==> src/hw/rtl/utu_pkg.sv <==
package utu_pkg;

    localparam int unsigned UNIT_W  = 16;
    localparam int unsigned CODE_W  = 21;
    localparam logic [15:0] CAP_RST = 16'd511;

    typedef enum logic [1:0] {
        KIND_UNIT = 2'd0,
        KIND_PAIR = 2'd1,
        KIND_TERM = 2'd2
    } t_kind;

    // one queued command: a single unit, a surrogate pair or a terminator
    typedef struct packed {
        t_kind             kind;
        logic [UNIT_W-1:0] unit_hi;
        logic [UNIT_W-1:0] unit_lo;
        logic [UNIT_W-1:0] count;
    } t_cmd;

endpackage

==> src/hw/rtl/utu_front.sv <==
module utu_front
    import utu_pkg::*;
(
    input  logic        i_clk,
    input  logic        i_rst_n,
    input  logic        i_valid,
    output logic        o_ready,
    input  logic [7:0]  i_in_byte,
    input  logic        i_cfg_valid,
    output logic        o_cfg_ready,
    input  logic [15:0] i_capacity,
    input  logic        i_q_full,
    output logic        o_push,
    output t_cmd        o_cmd
);

    logic [15:0]       r_capacity;
    logic [CODE_W-1:0] r_partial, n_partial;
    logic [1:0]        r_due, n_due;
    logic [15:0]       r_room, n_room;
    logic [15:0]       r_count, n_count;
    logic              r_skip, n_skip;

    logic              accept;
    logic              do_emit;
    logic              do_term;
    logic              term_zero;
    logic [CODE_W-1:0] code;
    logic [CODE_W-1:0] shifted;
    logic [CODE_W-1:0] v;

    assign o_ready     = !i_q_full;
    assign o_cfg_ready = 1'b1;
    assign accept      = i_valid && o_ready;
    assign shifted     = {r_partial[CODE_W-7:0], i_in_byte[5:0]};
    assign v           = code - CODE_W'(32'h10000);

    always_comb begin
        n_partial = r_partial;
        n_due     = r_due;
        n_room    = r_room;
        n_count   = r_count;
        n_skip    = r_skip;
        do_emit   = 1'b0;
        do_term   = 1'b0;
        term_zero = 1'b0;
        code      = '0;
        o_push    = 1'b0;
        o_cmd     = '0;

        if (r_skip) begin
            if (i_in_byte == 8'd0) begin
                n_partial = '0;
                n_due     = '0;
                n_room    = r_capacity;
                n_count   = '0;
                n_skip    = 1'b0;
            end
        end else if (r_due != 2'd0) begin
            if (i_in_byte == 8'd0) begin
                do_term   = 1'b1;
                term_zero = 1'b1;
            end else if (i_in_byte[7:6] != 2'b10) begin
                do_term = 1'b1;
            end else begin
                n_partial = shifted;
                n_due     = r_due - 2'd1;
                if (r_due == 2'd1) begin
                    do_emit   = 1'b1;
                    code      = shifted;
                    n_partial = '0;
                end
            end
        end else if (i_in_byte == 8'd0) begin
            do_term   = 1'b1;
            term_zero = 1'b1;
        end else if (!i_in_byte[7]) begin
            do_emit = 1'b1;
            code    = {13'd0, i_in_byte};
        end else if (i_in_byte[7:5] == 3'b110) begin
            n_partial = {16'd0, i_in_byte[4:0]};
            n_due     = 2'd1;
        end else if (i_in_byte[7:4] == 4'b1110) begin
            n_partial = {17'd0, i_in_byte[3:0]};
            n_due     = 2'd2;
        end else begin
            // stray continuation and 4-byte-and-up leads keep three bits
            n_partial = {18'd0, i_in_byte[2:0]};
            n_due     = 2'd3;
        end

        if (do_emit) begin
            if (code[CODE_W-1:16] == '0) begin
                if (r_room == 16'd0) begin
                    do_term = 1'b1;
                end else begin
                    o_push        = 1'b1;
                    o_cmd.kind    = KIND_UNIT;
                    o_cmd.unit_hi = code[15:0];
                    n_room        = r_room - 16'd1;
                    n_count       = r_count + 16'd1;
                end
            end else begin
                if (r_room < 16'd2) begin
                    do_term = 1'b1;
                end else begin
                    o_push        = 1'b1;
                    o_cmd.kind    = KIND_PAIR;
                    o_cmd.unit_hi = 16'hD800 | {5'd0, v[CODE_W-1:10]};
                    o_cmd.unit_lo = {6'b110111, v[9:0]};
                    n_room        = r_room - 16'd2;
                    n_count       = r_count + 16'd2;
                end
            end
        end

        if (do_term) begin
            o_push      = 1'b1;
            o_cmd.kind  = KIND_TERM;
            o_cmd.count = r_count;
            n_partial   = '0;
            n_due       = '0;
            if (term_zero) begin
                n_room  = r_capacity;
                n_count = '0;
                n_skip  = 1'b0;
            end else begin
                n_skip = 1'b1;
            end
        end

        if (!accept) begin
            o_push = 1'b0;
        end
    end

    always_ff @(posedge i_clk) begin
        if (!i_rst_n) begin
            r_capacity <= CAP_RST;
            r_partial  <= '0;
            r_due      <= '0;
            r_room     <= CAP_RST;
            r_count    <= '0;
            r_skip     <= 1'b0;
        end else begin
            if (i_cfg_valid) begin
                r_capacity <= i_capacity;
            end
            if (accept) begin
                r_partial <= n_partial;
                r_due     <= n_due;
                r_room    <= n_room;
                r_count   <= n_count;
                r_skip    <= n_skip;
            end
        end
    end

endmodule

==> src/hw/rtl/utu_queue.sv <==
module utu_queue
    import utu_pkg::*;
#(
    parameter int unsigned DEPTH = 4
) (
    input  logic i_clk,
    input  logic i_rst_n,
    input  logic i_push,
    input  t_cmd i_cmd,
    input  logic i_pop,
    output t_cmd o_head,
    output logic o_full,
    output logic o_empty
);

    localparam int unsigned PW = $clog2(DEPTH);
    localparam int unsigned CW = $clog2(DEPTH + 1);

    t_cmd          r_mem [DEPTH];
    logic [PW-1:0] r_wr, r_rd;
    logic [CW-1:0] r_cnt;

    assign o_full  = (r_cnt == CW'(DEPTH));
    assign o_empty = (r_cnt == '0);
    assign o_head  = r_mem[r_rd];

    always_ff @(posedge i_clk) begin
        if (i_push) begin
            r_mem[r_wr] <= i_cmd;
        end
    end

    always_ff @(posedge i_clk) begin
        if (!i_rst_n) begin
            r_wr  <= '0;
            r_rd  <= '0;
            r_cnt <= '0;
        end else begin
            if (i_push) begin
                r_wr <= (r_wr == PW'(DEPTH - 1)) ? '0 : r_wr + PW'(1);
            end
            if (i_pop) begin
                r_rd <= (r_rd == PW'(DEPTH - 1)) ? '0 : r_rd + PW'(1);
            end
            if (i_push && !i_pop) begin
                r_cnt <= r_cnt + CW'(1);
            end else if (i_pop && !i_push) begin
                r_cnt <= r_cnt - CW'(1);
            end
        end
    end

endmodule

==> src/hw/rtl/utu_back.sv <==
module utu_back
    import utu_pkg::*;
(
    input  logic        i_clk,
    input  logic        i_rst_n,
    input  t_cmd        i_head,
    input  logic        i_q_empty,
    output logic        o_pop,
    output logic        o_valid,
    input  logic        i_ready,
    output logic [15:0] o_out_unit,
    output logic        o_end_of_string,
    output logic [15:0] o_unit_count
);

    logic        r_valid;
    logic [15:0] r_unit;
    logic        r_eos;
    logic [15:0] r_count;
    logic        r_pend;
    logic [15:0] r_lo;
    logic        load;

    // output register free for a new beat
    assign load  = !r_valid || i_ready;
    assign o_pop = load && !r_pend && !i_q_empty;

    assign o_valid         = r_valid;
    assign o_out_unit      = r_unit;
    assign o_end_of_string = r_eos;
    assign o_unit_count    = r_count;

    always_ff @(posedge i_clk) begin
        if (!i_rst_n) begin
            r_valid <= 1'b0;
            r_pend  <= 1'b0;
        end else if (load) begin
            if (r_pend) begin
                r_valid <= 1'b1;
                r_pend  <= 1'b0;
            end else if (!i_q_empty) begin
                r_valid <= 1'b1;
                r_pend  <= (i_head.kind == KIND_PAIR);
            end else begin
                r_valid <= 1'b0;
            end
        end
    end

    always_ff @(posedge i_clk) begin
        if (load) begin
            if (r_pend) begin
                r_unit  <= r_lo;
                r_eos   <= 1'b0;
                r_count <= '0;
            end else if (!i_q_empty) begin
                r_lo <= i_head.unit_lo;
                case (i_head.kind)
                    KIND_TERM: begin
                        r_unit  <= '0;
                        r_eos   <= 1'b1;
                        r_count <= i_head.count;
                    end
                    default: begin
                        r_unit  <= i_head.unit_hi;
                        r_eos   <= 1'b0;
                        r_count <= '0;
                    end
                endcase
            end
        end
    end

endmodule

==> src/hw/rtl/utf8_to_utf16_transcoder.sv <==
// with the queue empty and the output free, an accepted byte's command is
// queued, then registered at the output; a pair's low half is the next beat
// throughput: one byte per cycle while the queue has room; one output beat per
// cycle while the receiver is ready; a pair takes two beats, and the command
// queue (QUEUE_DEPTH entries) absorbs the gap
// reset: synchronous active low; capacity returns to 511 and a new string starts
module utf8_to_utf16_transcoder
    import utu_pkg::*;
#(
    parameter int unsigned QUEUE_DEPTH = 4
) (
    input  logic        i_clk,
    input  logic        i_rst_n,
    input  logic        i_valid,
    output logic        o_ready,
    input  logic [7:0]  i_in_byte,
    output logic        o_valid,
    input  logic        i_ready,
    output logic [15:0] o_out_unit,
    output logic        o_end_of_string,
    output logic [15:0] o_unit_count,
    input  logic        i_cfg_valid,
    output logic        o_cfg_ready,
    input  logic [15:0] i_capacity
);

    t_cmd push_cmd;
    t_cmd head_cmd;
    logic push;
    logic pop;
    logic q_full;
    logic q_empty;

    utu_front u_front (
        .i_clk       (i_clk),
        .i_rst_n     (i_rst_n),
        .i_valid     (i_valid),
        .o_ready     (o_ready),
        .i_in_byte   (i_in_byte),
        .i_cfg_valid (i_cfg_valid),
        .o_cfg_ready (o_cfg_ready),
        .i_capacity  (i_capacity),
        .i_q_full    (q_full),
        .o_push      (push),
        .o_cmd       (push_cmd)
    );

    utu_queue #(
        .DEPTH (QUEUE_DEPTH)
    ) u_queue (
        .i_clk   (i_clk),
        .i_rst_n (i_rst_n),
        .i_push  (push),
        .i_cmd   (push_cmd),
        .i_pop   (pop),
        .o_head  (head_cmd),
        .o_full  (q_full),
        .o_empty (q_empty)
    );

    utu_back u_back (
        .i_clk           (i_clk),
        .i_rst_n         (i_rst_n),
        .i_head          (head_cmd),
        .i_q_empty       (q_empty),
        .o_pop           (pop),
        .o_valid         (o_valid),
        .i_ready         (i_ready),
        .o_out_unit      (o_out_unit),
        .o_end_of_string (o_end_of_string),
        .o_unit_count    (o_unit_count)
    );

endmodule

==> config.mk <==
export PLATFORM = sky130hd
export DESIGN_NAME = utf8_to_utf16_transcoder
export DESIGN_NICKNAME = d
export VERILOG_FILES = /design/src/hw/rtl/utu_pkg.sv /design/src/hw/rtl/utu_front.sv /design/src/hw/rtl/utu_queue.sv /design/src/hw/rtl/utu_back.sv /design/src/hw/rtl/utf8_to_utf16_transcoder.sv
export SDC_FILE = /design/constraint.sdc
export NUM_CORES = 1
export LEC_CHECK = 0
export BUFFER_PORTS_ARGS = -buffer_cell sky130_fd_sc_hd__buf_4
export CORE_ASPECT_RATIO = 1.25
export CORE_MARGIN = 3
export CORE_UTILIZATION = 35
export CTS_CLUSTER_DIAMETER = 40
export DETAILED_ROUTE_END_ITERATION = 10
export GPL_ROUTABILITY_DRIVEN = 0
export PLACE_DENSITY_LB_ADDON = 0.1
export SLEW_MARGIN = 20
export SYNTH_ARGS = -nofsm -noshare
export SYNTH_HDL_FRONTEND = slang
export SYNTH_SLANG_ARGS = --single-unit
==> constraint.sdc <==
create_clock -name i_clk -period 4.68 [get_ports i_clk]
set_input_delay 0.468 -clock i_clk [delete_from_list [all_inputs] [get_ports i_clk]]
set_output_delay 0.468 -clock i_clk [all_outputs]
set_load 0.01 [all_outputs]
# --- Word-level counts from Yosys, hierarchy flattened ---
# Memories as Yosys holds them, arrays and structs flattened. A register that Yosys moved wholly into a read port is not among the register bits.
# Cells that the tools add are included.
classes:
  addsub: 10
  order_cmp: 1
  n_eq_ne: 13
  muxes: 97
  bitwise: 2
  n_reduce_logical: 22
op_table:
  columns: ["cell", "n"]
  rows:
  - ["$mux 16", 24]
  - ["$mux 15", 9]
  - ["$mux 21", 6]
  - ["$mux 1", 36]
  - ["$mux 34", 1]
  - ["$mux 33", 1]
  - ["$mux 2", 14]
  - ["$sub 21x17->21 const B", 1]
  - ["$mux 17", 1]
  - ["$add 16x1->16 const B", 1]
  - ["$add 16x2->16 const B", 1]
  - ["$logic_not 16->1", 1]
  - ["$lt 16x2->1 const B", 1]
  - ["$sub 16x1->16 const B", 1]
  - ["$sub 16x2->16 const B", 1]
  - ["$logic_not 8->1", 1]
  - ["$mux 7", 1]
  - ["$eq 2x2->1 const B", 3]
  - ["$eq 3x3->1 const B", 2]
  - ["$logic_not 1->1", 6]
  - ["$mux 3", 2]
  - ["$logic_and 1x1->1", 5]
  - ["$logic_not 5->1", 1]
  - ["$mux 5", 1]
  - ["19 further kinds", 24]
word_totals:
  register_bits: 124
  ramBits: 200
  out_inout_bits: 36
  wordCells: 161
  mem_count: 1
mem_list:
  columns: ["memory", "words", "width", "read_ports", "rd_clocked_by_memory_dff", "wr", "line_no", "source"]
  rows:
  - ["u_queue.r_mem", 4, 50, 1, 1, 1, "utu_queue.sv:19", "t_cmd r_mem [DEPTH];"]

# --- Depth between registers and ports, before layout ---
# Gate-level depths: netlist (run 1).
depth:
  depth_word: 15
  ltp_mapped: 14
  depth_no_buf: 10

# --- Hierarchy ---
# From an unflattened synthesis (run 1), not the netlist that was laid out.
hier_totals:
  cells_unflattened: 1141
  hier_area_um2: 14866.8
by_module_without_submodules:
  columns: ["module", "n_inst", "cells_each", "area_each_um2", "seq_area_each_um2"]
  rows:
  - ["utu_queue", 1, 306, 7729.9, 6185.9]
  - ["utu_front", 1, 718, 5191.2, 1321.3]
  - ["utu_back", 1, 117, 1945.6, 1511.4]

# --- Worst setup path after synthesis (run 1) ---
# Ideal clock, no wire load.
synth_path:
  path_kind: "input -> register"
  from: "input port i_in_byte[7]"
  to: "memory u_queue.r_mem[0][0] in the netlist's numbering (enable)"
  arrival_ps: 2993
  slack_ps: 1280
  stages: 8
  path_buffers: 3
  path_cell_list: "buf_2 -> or4_1 -> or2_0 -> buf_2 -> a21oi_2 -> o21a_1 -> buf_2 -> and2_1"
synth_between:
  elab_chain_cells: 12
synth_lines:
  columns: ["element", "line_no", "source"]
  rows:
  - ["from (decl)", "utf8_to_utf16_transcoder.sv:16", "input logic [7:0] i_in_byte,"]
  - ["$ne 2x2->1", "utu_front.sv:63", "end else if (i_in_byte[7:6] != 2'b10) begin"]
  - ["$mux 21 or $mux 1 (tied branches)", "utu_front.sv:63", null]
  - ["$mux 21 or $mux 1 (tied branches)", "utu_front.sv:60", "if (i_in_byte == 8'd0) begin"]
  - ["$mux 21 or $mux 1 (tied branches)", "utu_front.sv:59", "end else if (r_due != 2'd0) begin"]
  - ["$mux 21 or $mux 1 (tied branches)", "utu_front.sv:51", "if (r_skip) begin"]
  - ["$logic_not 5->1, or another cell as far along", "utu_front.sv:93", "if (code[CODE_W-1:16] == '0) begin"]
  - ["$mux 1", "utu_front.sv:93", null]
  - ["$mux 1", "utu_front.sv:92", "if (do_emit) begin"]
  - ["$mux 1 *", "utu_front.sv:117", "if (do_term) begin"]
  - ["$mux 1 *", "utu_front.sv:132", "if (!accept) begin"]
  - ["via push", "utf8_to_utf16_transcoder.sv:29", "logic push;"]
  - ["$mux 1 *", "utu_queue.sv:28", "if (i_push) begin"]
  - ["$mux 1 (implied by the code) *", "utu_queue.sv:29", "r_mem[r_wr] <= i_cmd;"]
  - ["to (decl)", "utu_queue.sv:19", null]
# Mark *: on every way through the listed nets, which the timed path passes. The rest lies on a longest branch.

# --- Worst setup path after layout (run 1) ---
layout_path:
  from: "register u_front.r_due[1]"
  to: "register u_front.r_partial[6]"
layout_between:
  elab_chain_cells: 11
layout_lines:
  columns: ["element", "line_no", "source"]
  rows:
  - ["from (decl)", "utu_front.sv:19", "logic [1:0] r_due, n_due;"]
  - ["from (signal assigned)", "utu_front.sv:151", "r_due <= n_due;"]
  - ["$eq 2x1->1", "utu_front.sv:68", "if (r_due == 2'd1) begin"]
  - ["$mux 21", "utu_front.sv:68", null]
  - ["$mux 21", "utu_front.sv:63", null]
  - ["$mux 21", "utu_front.sv:60", null]
  - ["$mux 21", "utu_front.sv:59", null]
  - ["$mux 21", "utu_front.sv:51", null]
  - ["$logic_not 5->1", "utu_front.sv:93", null]
  - ["$mux 1", "utu_front.sv:93", null]
  - ["$mux 1", "utu_front.sv:92", null]
  - ["$ne 4x3->1 (no source line), or another cell as far along", null, null]
  - ["$reduce_and 5->1 (no source line)", null, null]
  - ["to (signal assigned)", "utu_front.sv:150", "r_partial <= n_partial;"]
  - ["to (decl)", "utu_front.sv:18", "logic [CODE_W-1:0] r_partial, n_partial;"]
# Several ways; a longest one is shown, not always the timed one. The select of a mux whose other input is x is not followed.
# A chain may end at the register's enable or synchronous reset.

==> results of run 1 <==
## layout by cell type (no fill, tap or decap), drive strengths merged, types with 5 or more instances in the layout
cell type    n
edfxtp     224
nand2      108
buf         87
dfxtp       77
o21ai       65
nor2        53
clkbuf      51
mux4        45
a21oi       41
nor2b       36
mux2i       31
inv         26
and3        21
nor3        20
nand3       18
clkinv      16
and2        13
ha          12
a31oi       11
a22o        10
a211oi      10
o211ai       9
or3          8
o221ai       8
nand4        8
or4          7
o21a         7
nor4         6
o31ai        5
bufinv       5
## layer usage
layer / vias to the layer above / part of all wire [%] / routed length (um) / GRT usage [%]
met3: 71 / 4.7 / 1650 / 2.85
met4: 0 / 3.3 / 1140 / 6.64
li1: 4074 / - / - / -
met2: 246 / 49 / 16900 / 29.3
met1: 4387 / 43 / 15000 / 22.3
met5: - / 0 / 0 / 0
## sequential cells by signal, summed over array words and instances, names as in the netlist, 3 cells and up, named ones only
register / cells
u_queue.r_cnt: 3
u_front.r_count: 16
u_back.r_lo: 11
u_queue.r_mem: 180
u_front.r_room: 16
u_front.r_capacity: 16
u_back.o_unit_count: 16
u_back.o_out_unit: 16
u_front.r_partial: 15
## kinds of logic (layout without fill, tap and decap cells)
logic type      Yosys count  count (layout)  synth area share [%]
simple gates            317             317                  12.2
flops                   301             301                  62.0
compound gates          219             219                  11.4
buf+inv                  86             189                  2.74
mux                      76              76                  9.92
fa+ha+maj                13              13                  1.28
xor+xnor                  7               7                 0.459
other cells               1               1                0.0281
## cell type report
class / instances / area, sq um
Sequential cell: 301 / 8270
Timing Repair Buffer: 87 / 678
Fill cell: 3479 / 21600
Multi-Input combinational cell: 633 / 4740
Tap cell: 486 / 608
Inverter: 24 / 90.1
Clock inverter: 27 / 338
Clock buffer: 51 / 1110
## cell usage after synthesis, types with 5 or more instances
| cell type | instances |
|---|---|
| nand3_1 | 18 |
| and3_1 | 21 |
| o21a_1 | 6 |
| dfxtp_1 | 77 |
| buf_2 | 10 |
| and2_1 | 12 |
| inv_1 | 23 |
| a31oi_1 | 11 |
| clkbuf_1 | 42 |
| a21oi_1 | 37 |
| ha_1 | 12 |
| o221ai_1 | 8 |
| a22o_1 | 10 |
| a211oi_1 | 9 |
| edfxtp_1 | 224 |
| or3_1 | 8 |
| nand4_1 | 7 |
| o31ai_1 | 5 |
| nor2b_1 | 36 |
| mux2i_1 | 31 |
| o21ai_0 | 60 |
| mux4_2 | 45 |
| nor4_1 | 5 |
| nand2_1 | 108 |
| or4_1 | 7 |
| nor3_1 | 20 |
| o211ai_1 | 9 |
| nor2_1 | 51 |
## worst register-to-register path, cell delays in order (launching register included)
cell     delay (ns)
dfxtp_1        0.52
or3b_1         0.36
nor2_4         0.14
nand2_1        0.13
ha_1           0.35
nor4b_4        0.48
a21oi_1        0.18
a21oi_2        0.39
a31oi_2        0.16
a21oi_2        0.51
buf_4          0.27
mux2i_1        0.19
## per-stage QoR
| step | instance area, sq um | instances | worst slack [ns] | power [mW] |
|---|---|---|---|---|
| after detailed placement | 14400 | 1531 | 0.843 | 5.73 |
| after global routing | 15800 | 1609 | 0.598 | 9.27 |
| final | 15800 | 1609 | 0.928 | 8.81 |
| after floorplan | 13300 | 1020 | 1.28 | 4.92 |
| after global placement | 14400 | 1531 | 0.943 | 5.71 |
| after CTS | 15800 | 1609 | 0.928 | 8.97 |
## final timing paths
kind,from,to,slack (ns),cells after the start
setup / recovery,u_front.r_due[1]$_SDFFE_PN0P_,u_front.r_partial[6]$_SDFFE_PN0P_,0.93,11
hold / removal,i_capacity[5],u_front.r_capacity[5]$_SDFFE_PN1P_,0.14,3
setup reg to reg,u_front.r_due[1]$_SDFFE_PN0P_,u_front.r_partial[6]$_SDFFE_PN0P_,0.93,11
hold reg to reg,u_front.r_capacity[8]$_SDFFE_PN1P_,u_front.r_capacity[8]$_SDFFE_PN1P_,0.47,2
## power breakdown
part / internal [mW] / switching [mW] / total [mW]
Combinational: 0.863 / 1.09 / 1.95
Clock: 2.00 / 1.21 / 3.21
Sequential: 3.39 / 0.252 / 3.64
==> summary.txt, run 1 <==
Floorplan
  • Die area: about 41000 sq um
  • Die Wd: 181 um
  • Io pins: 65
  • Initial Util: 35.6%
  • Die Ht: around 220 um
  • Core area: 37500 sq um
  • Row count: 79

Critical path
  • Max FO, Critical Path: 18
  • CP bufs+invs: 1
  • Most frequent CP cell: a21oi_2
  • Cell family with most CP delay: compound AO/OA/AOI/OAI gates
  • Worst-path cell chain: or3b_1, nor2_4, nand2_1, ha_1, nor4b_4, a21oi_1, a21oi_2, a31oi_2, a21oi_2, buf_4, mux2i_1
  • Crit-path max cell delay: 0.52 ns
  • Worst path arrival time: between 4 and 5 ns
  • Kind of end point of the critical path: flop
  • Critical path startpoint category: flop
  • WS Path Type: flop to flop
  • Slowest CP cell: dfxtp_1
  • CP required: 5.14 ns

Global route
  • Vias in the first global route: 9080
  • Largest net degree at the start of global routing: 49
  • Gr ovfl total: 0
  • First-pass GRT wire length: 54.8 mm
  • All-Layer GR Usage: 17.3%
  • Initial antenna violation count: 0

Clock tree
  • CTS tree: yes
  • Htree depth: 2
  • Clock Path Buffers: 3
  • Inserted Clock Buffers: 42
  • Clk slew on worst S/H paths: 0.05 ns
  • # Post-CTS Setup Buffers: 0
  • Worst-skew pair later-pin latency: around 0.55 ns
  • Clock sinks: 301
  • Root buf cell: clkbuf_16
  • Hold buffer count at cts: 0
  • Resized cells post-CTS: 0

Final layout
  • Layout cell share with drive strength beyond 1: between 20% and 30%
  • Antenna cells: 0
  • Fin util: 42.3%
  • Final net count: 1131
  • Area grow syn2layout: 18.7%

Placement
  • Hpwl dp: 22.8 mm
  • Port bufs: between 60 and 70

STA
  • Unrepaired setup endpoints after global routing: false
  • Max Clock Skew: ~0.022 ns
  • Max Freq: roughly 0.27 GHz
  • Final worst-path cycle share: 80.2%
  • Slew Viols, Final: 0
  • Fin Setup TNS: 0 ns
  • Max transition margin: 34.0%
  • WHS: 0.142 ns
  • Final setup vio count: 0
  • Worst-margin pin slew: 0.988 ns
  • Minimum clock period: 3.75 ns
  • Final hold violation count: 0

Synthesis
  • Seq cells post-synth: 301
  • Synthesis Warnings: 0
  • Most common flop cell mapped by yosys: edfxtp_1
  • Seq/Total Area, Yosys: 62.0%
  • Area leader, netlist: edfxtp_1
  • Mapped Area: 13300 sq um
  • Top area cells in the synthesized netlist: edfxtp_1 (50%), dfxtp_1 (12%), mux4_2 (7.6%), nand2_1 (3.0%), mux2i_1 (2.3%)
  • Synth top area share: 50.4%
  • Syn Inst Count: 1020
  • Asr flop ratio synth: 0%
  • Post-Syn Nets: ~1100
  • EDFF count, synth: roughly 220
  • Avg Synthesized Cell Area: 13.1 sq um
  • Yosys cell types: between 80 and 90

Pwr
  • Power per Cell Area: 556 nW/um^2
  • Worst VDD drop: 0.279 mV
  • Pleak: around 5.5 nW

Routing
  • Iteration-0 DRC Markers: between 600 and 700
  • Vias per cell: approximately 5.5
  • Total Wirelength: around 35 mm
  • Via count: 8778
  • Routed len/inst: 21.6 um
  • Routed Antenna Nets: 0
  • First drt pass iteration count: 5
  • # DRC: 0

Job
  • MaxCap Viol Count: 0

Min path
  • Worst hold path class: input port to flop

Status
  • Outcome: finished clean
No activity file was read; power rests on OpenSTA's default activity.
==> run 2, diff against run 1 <==
==> constraint.sdc (replaced) <==
create_clock -name i_clk -period 3.9 [get_ports i_clk]
set_input_delay 0.39 -clock i_clk [delete_from_list [all_inputs] [get_ports i_clk]]
set_output_delay 0.39 -clock i_clk [all_outputs]
set_load 0.01 [all_outputs]
==> run 2 against run 1 <==
Compared with the run above: clock skew decreased by 0.0039 ns; final cell count increased by 1.3%; via count about the same; count of clock-buffer cells in the layout decreased by 2; register-to-register slack got worse by 0.43 ns; hold slack got worse by 0.080 ns; maximum frequency increased by 10%; sequential share of layout area decreased by 1.1 points; combinational power increased by 26%; sequential power increased by 19%; design area increased by 2.1%; wire length increased by 3.3%.
==> summary.txt, run 2 (synthesized netlist as in run 1, its figures left out) <==
Status
  • Outcome: finished clean

Routing
  • Total Wirelength: 35.9 mm
  • Iteration-0 DRC Markers: approximately 530
  • First drt pass iteration count: 4
  • # DRC: 0
  • Routed len/inst: 22.0 um
  • Routed Antenna Nets: 0
  • Via count: 8775
  • Vias per cell: 5.38

Clock tree
  • Resized cells post-CTS: 0
  • Clock sinks: roughly 300
  • Inserted Clock Buffers: 42
  • Clock Path Buffers: 3
  • Clk slew on worst S/H paths: approximately 0.060 ns
  • Worst-skew pair later-pin latency: 0.54 ns
  • Htree depth: 2
  • # Post-CTS Setup Buffers: 0
  • CTS tree: yes
  • Hold buffer count at cts: 0
  • Root buf cell: clkbuf_16

Pwr
  • P_sw: 3.11 mW
  • Power per Cell Area: 676 nW/um^2
  • Pleak: 5.66 nW
  • Clock Power Share: about 38%
  • Switching Fraction: roughly 28%
  • Worst VDD drop: between 0.3 and 0.4 mV
  • Seq pwr share: 39.6%
  • Comb pwr share: 22.5%
  • Internal power: 7.82 mW

Final layout
  • Most flop-heavy register: u_queue.r_mem
  • Area of the multi-input gates: 4740 sq um
  • Area grow syn2layout: 21.2%
  • Commonest non-fill, non-tap cells in the layout: edfxtp_1 (224), nand2_1 (108), buf_4 (100), dfxtp_1 (75), o21ai_0 (60)
  • Antenna cells: 0
  • Most common cell after layout, fill and taps aside: edfxtp_1
  • FF+latch area: 8270 sq um
  • Final net count: 1152
  • Layout cell share with drive strength beyond 1: 22.8%
  • FILL cells: 3459
  • Design area: approximately 16000 sq um
  • Largest register FFs: 180

Critical path
  • Worst path arrival time: 3.65 ns
  • WS Path Type: flop to flop
  • Critical path startpoint category: flop
  • Max FO, Critical Path: 11
  • Kind of end point of the critical path: flop
  • Worst setup startpoint: u_front.r_due[0]$_SDFFE_PN0P_
  • CP required: 4.15 ns
  • Worst R2R Start: u_front.r_due[0]$_SDFFE_PN0P_

Floorplan
  • Row count: 79
  • Die Wd: 181 um
  • Die area: between 40000 and 50000 sq um
  • Core area: 37500 sq um
  • Die Ht: between 200 and 250 um
  • Io pins: 65
  • Initial Util: 35.6%

Global route
  • First-pass GRT wire length: 55.7 mm
  • Initial antenna violation count: 0
  • Gr ovfl total: 0
  • All-Layer GR Usage: between 10% and 20%
  • Vias in the first global route: 9133
  • Largest net degree at the start of global routing: 34

Min path
  • Worst hold path class: input port to flop
  • Hold_sp: i_capacity[8]

STA
  • Max transition margin: 30.3%
  • Fin Setup TNS: 0 ns
  • Worst-margin pin slew: approximately 1.0 ns
  • Unrepaired setup endpoints after global routing: false
  • Slew Viols, Final: 0
  • Max Freq: 0.294 GHz
  • Minimum clock period: 3.40 ns
  • Final worst-path cycle share: 87.1%
  • Final setup vio count: 0
  • Max Clock Skew: around 0.018 ns
  • Final hold violation count: 0

Job
  • MaxCap Viol Count: 0

Placement
  • Cell Area, Placed: approximately 15000 sq um
  • Hpwl dp: 25.0 mm
  • Port bufs: 63
==> run 2: critical path: stages, from the launching register on <==
cell,delay [ns]
dfxtp_1,0.48
or3b_1,0.53
nor2_4,0.17
nand2_1,0.10
ha_1,0.25
nor4b_4,0.17
a21oi_1,0.32
a21oi_2,0.19
a21o_1,0.36
a21oi_1,0.53
==> run 2: final timing paths <==
check	to	slack [ns]	depth (start not counted)
hold reg to reg	u_front.r_capacity[6]$_SDFFE_PN1P_	0.47	2
setup reg to reg	u_queue.r_mem[0][47]$_DFFE_PP_	0.50	9
setup / recovery	u_queue.r_mem[0][47]$_DFFE_PP_	0.50	9
hold / removal	u_front.r_capacity[8]$_SDFFE_PN1P_	0.06	3
==> run 2: final cells by class <==
type	count	area share [%]
clock buffers	49	6.79
clock inverters	29	2.81
inverters	24	0.557
multi-input cells	633	29.3
flip-flops and latches	301	51.1
well taps	486	3.76
repair buffers	108	5.63
==> run 2: per-stage QoR <==
step	instances	util [%]	hold slack [ns]	setup slack, ns	total power, mW
after floorplan	1020	-	0.434	0.554	5.90
after detailed placement	1552	39.0	0.469	0.551	6.92
after global routing	1630	43.2	0.0518	0.240	11.5
after CTS	1630	43.2	0.0332	0.518	11.1
after global placement	1552	39.0	0.456	0.589	6.92
final	1630	43.2	0.0619	0.503	10.9
==> run 2: per-layer routing <==
metal | share of wire, % | track usage, %
met3 | 3.7 | 2.83
met1 | 43 | 22.4
met2 | 50 | 30.5
met4 | 3.5 | 7.11
met5 | 0 | 0
==> run 2: power by group through the flow <==
stage / registers (mW) / logic (mW) / clock network [mW]
floorplan: 4.36 / 1.54 / 0
global placement: 4.40 / 2.52 / 0
detailed placement: 4.41 / 2.52 / 0
CTS: 4.34 / 2.52 / 4.27
global route: 4.39 / 2.70 / 4.40
finish: 4.33 / 2.46 / 4.15
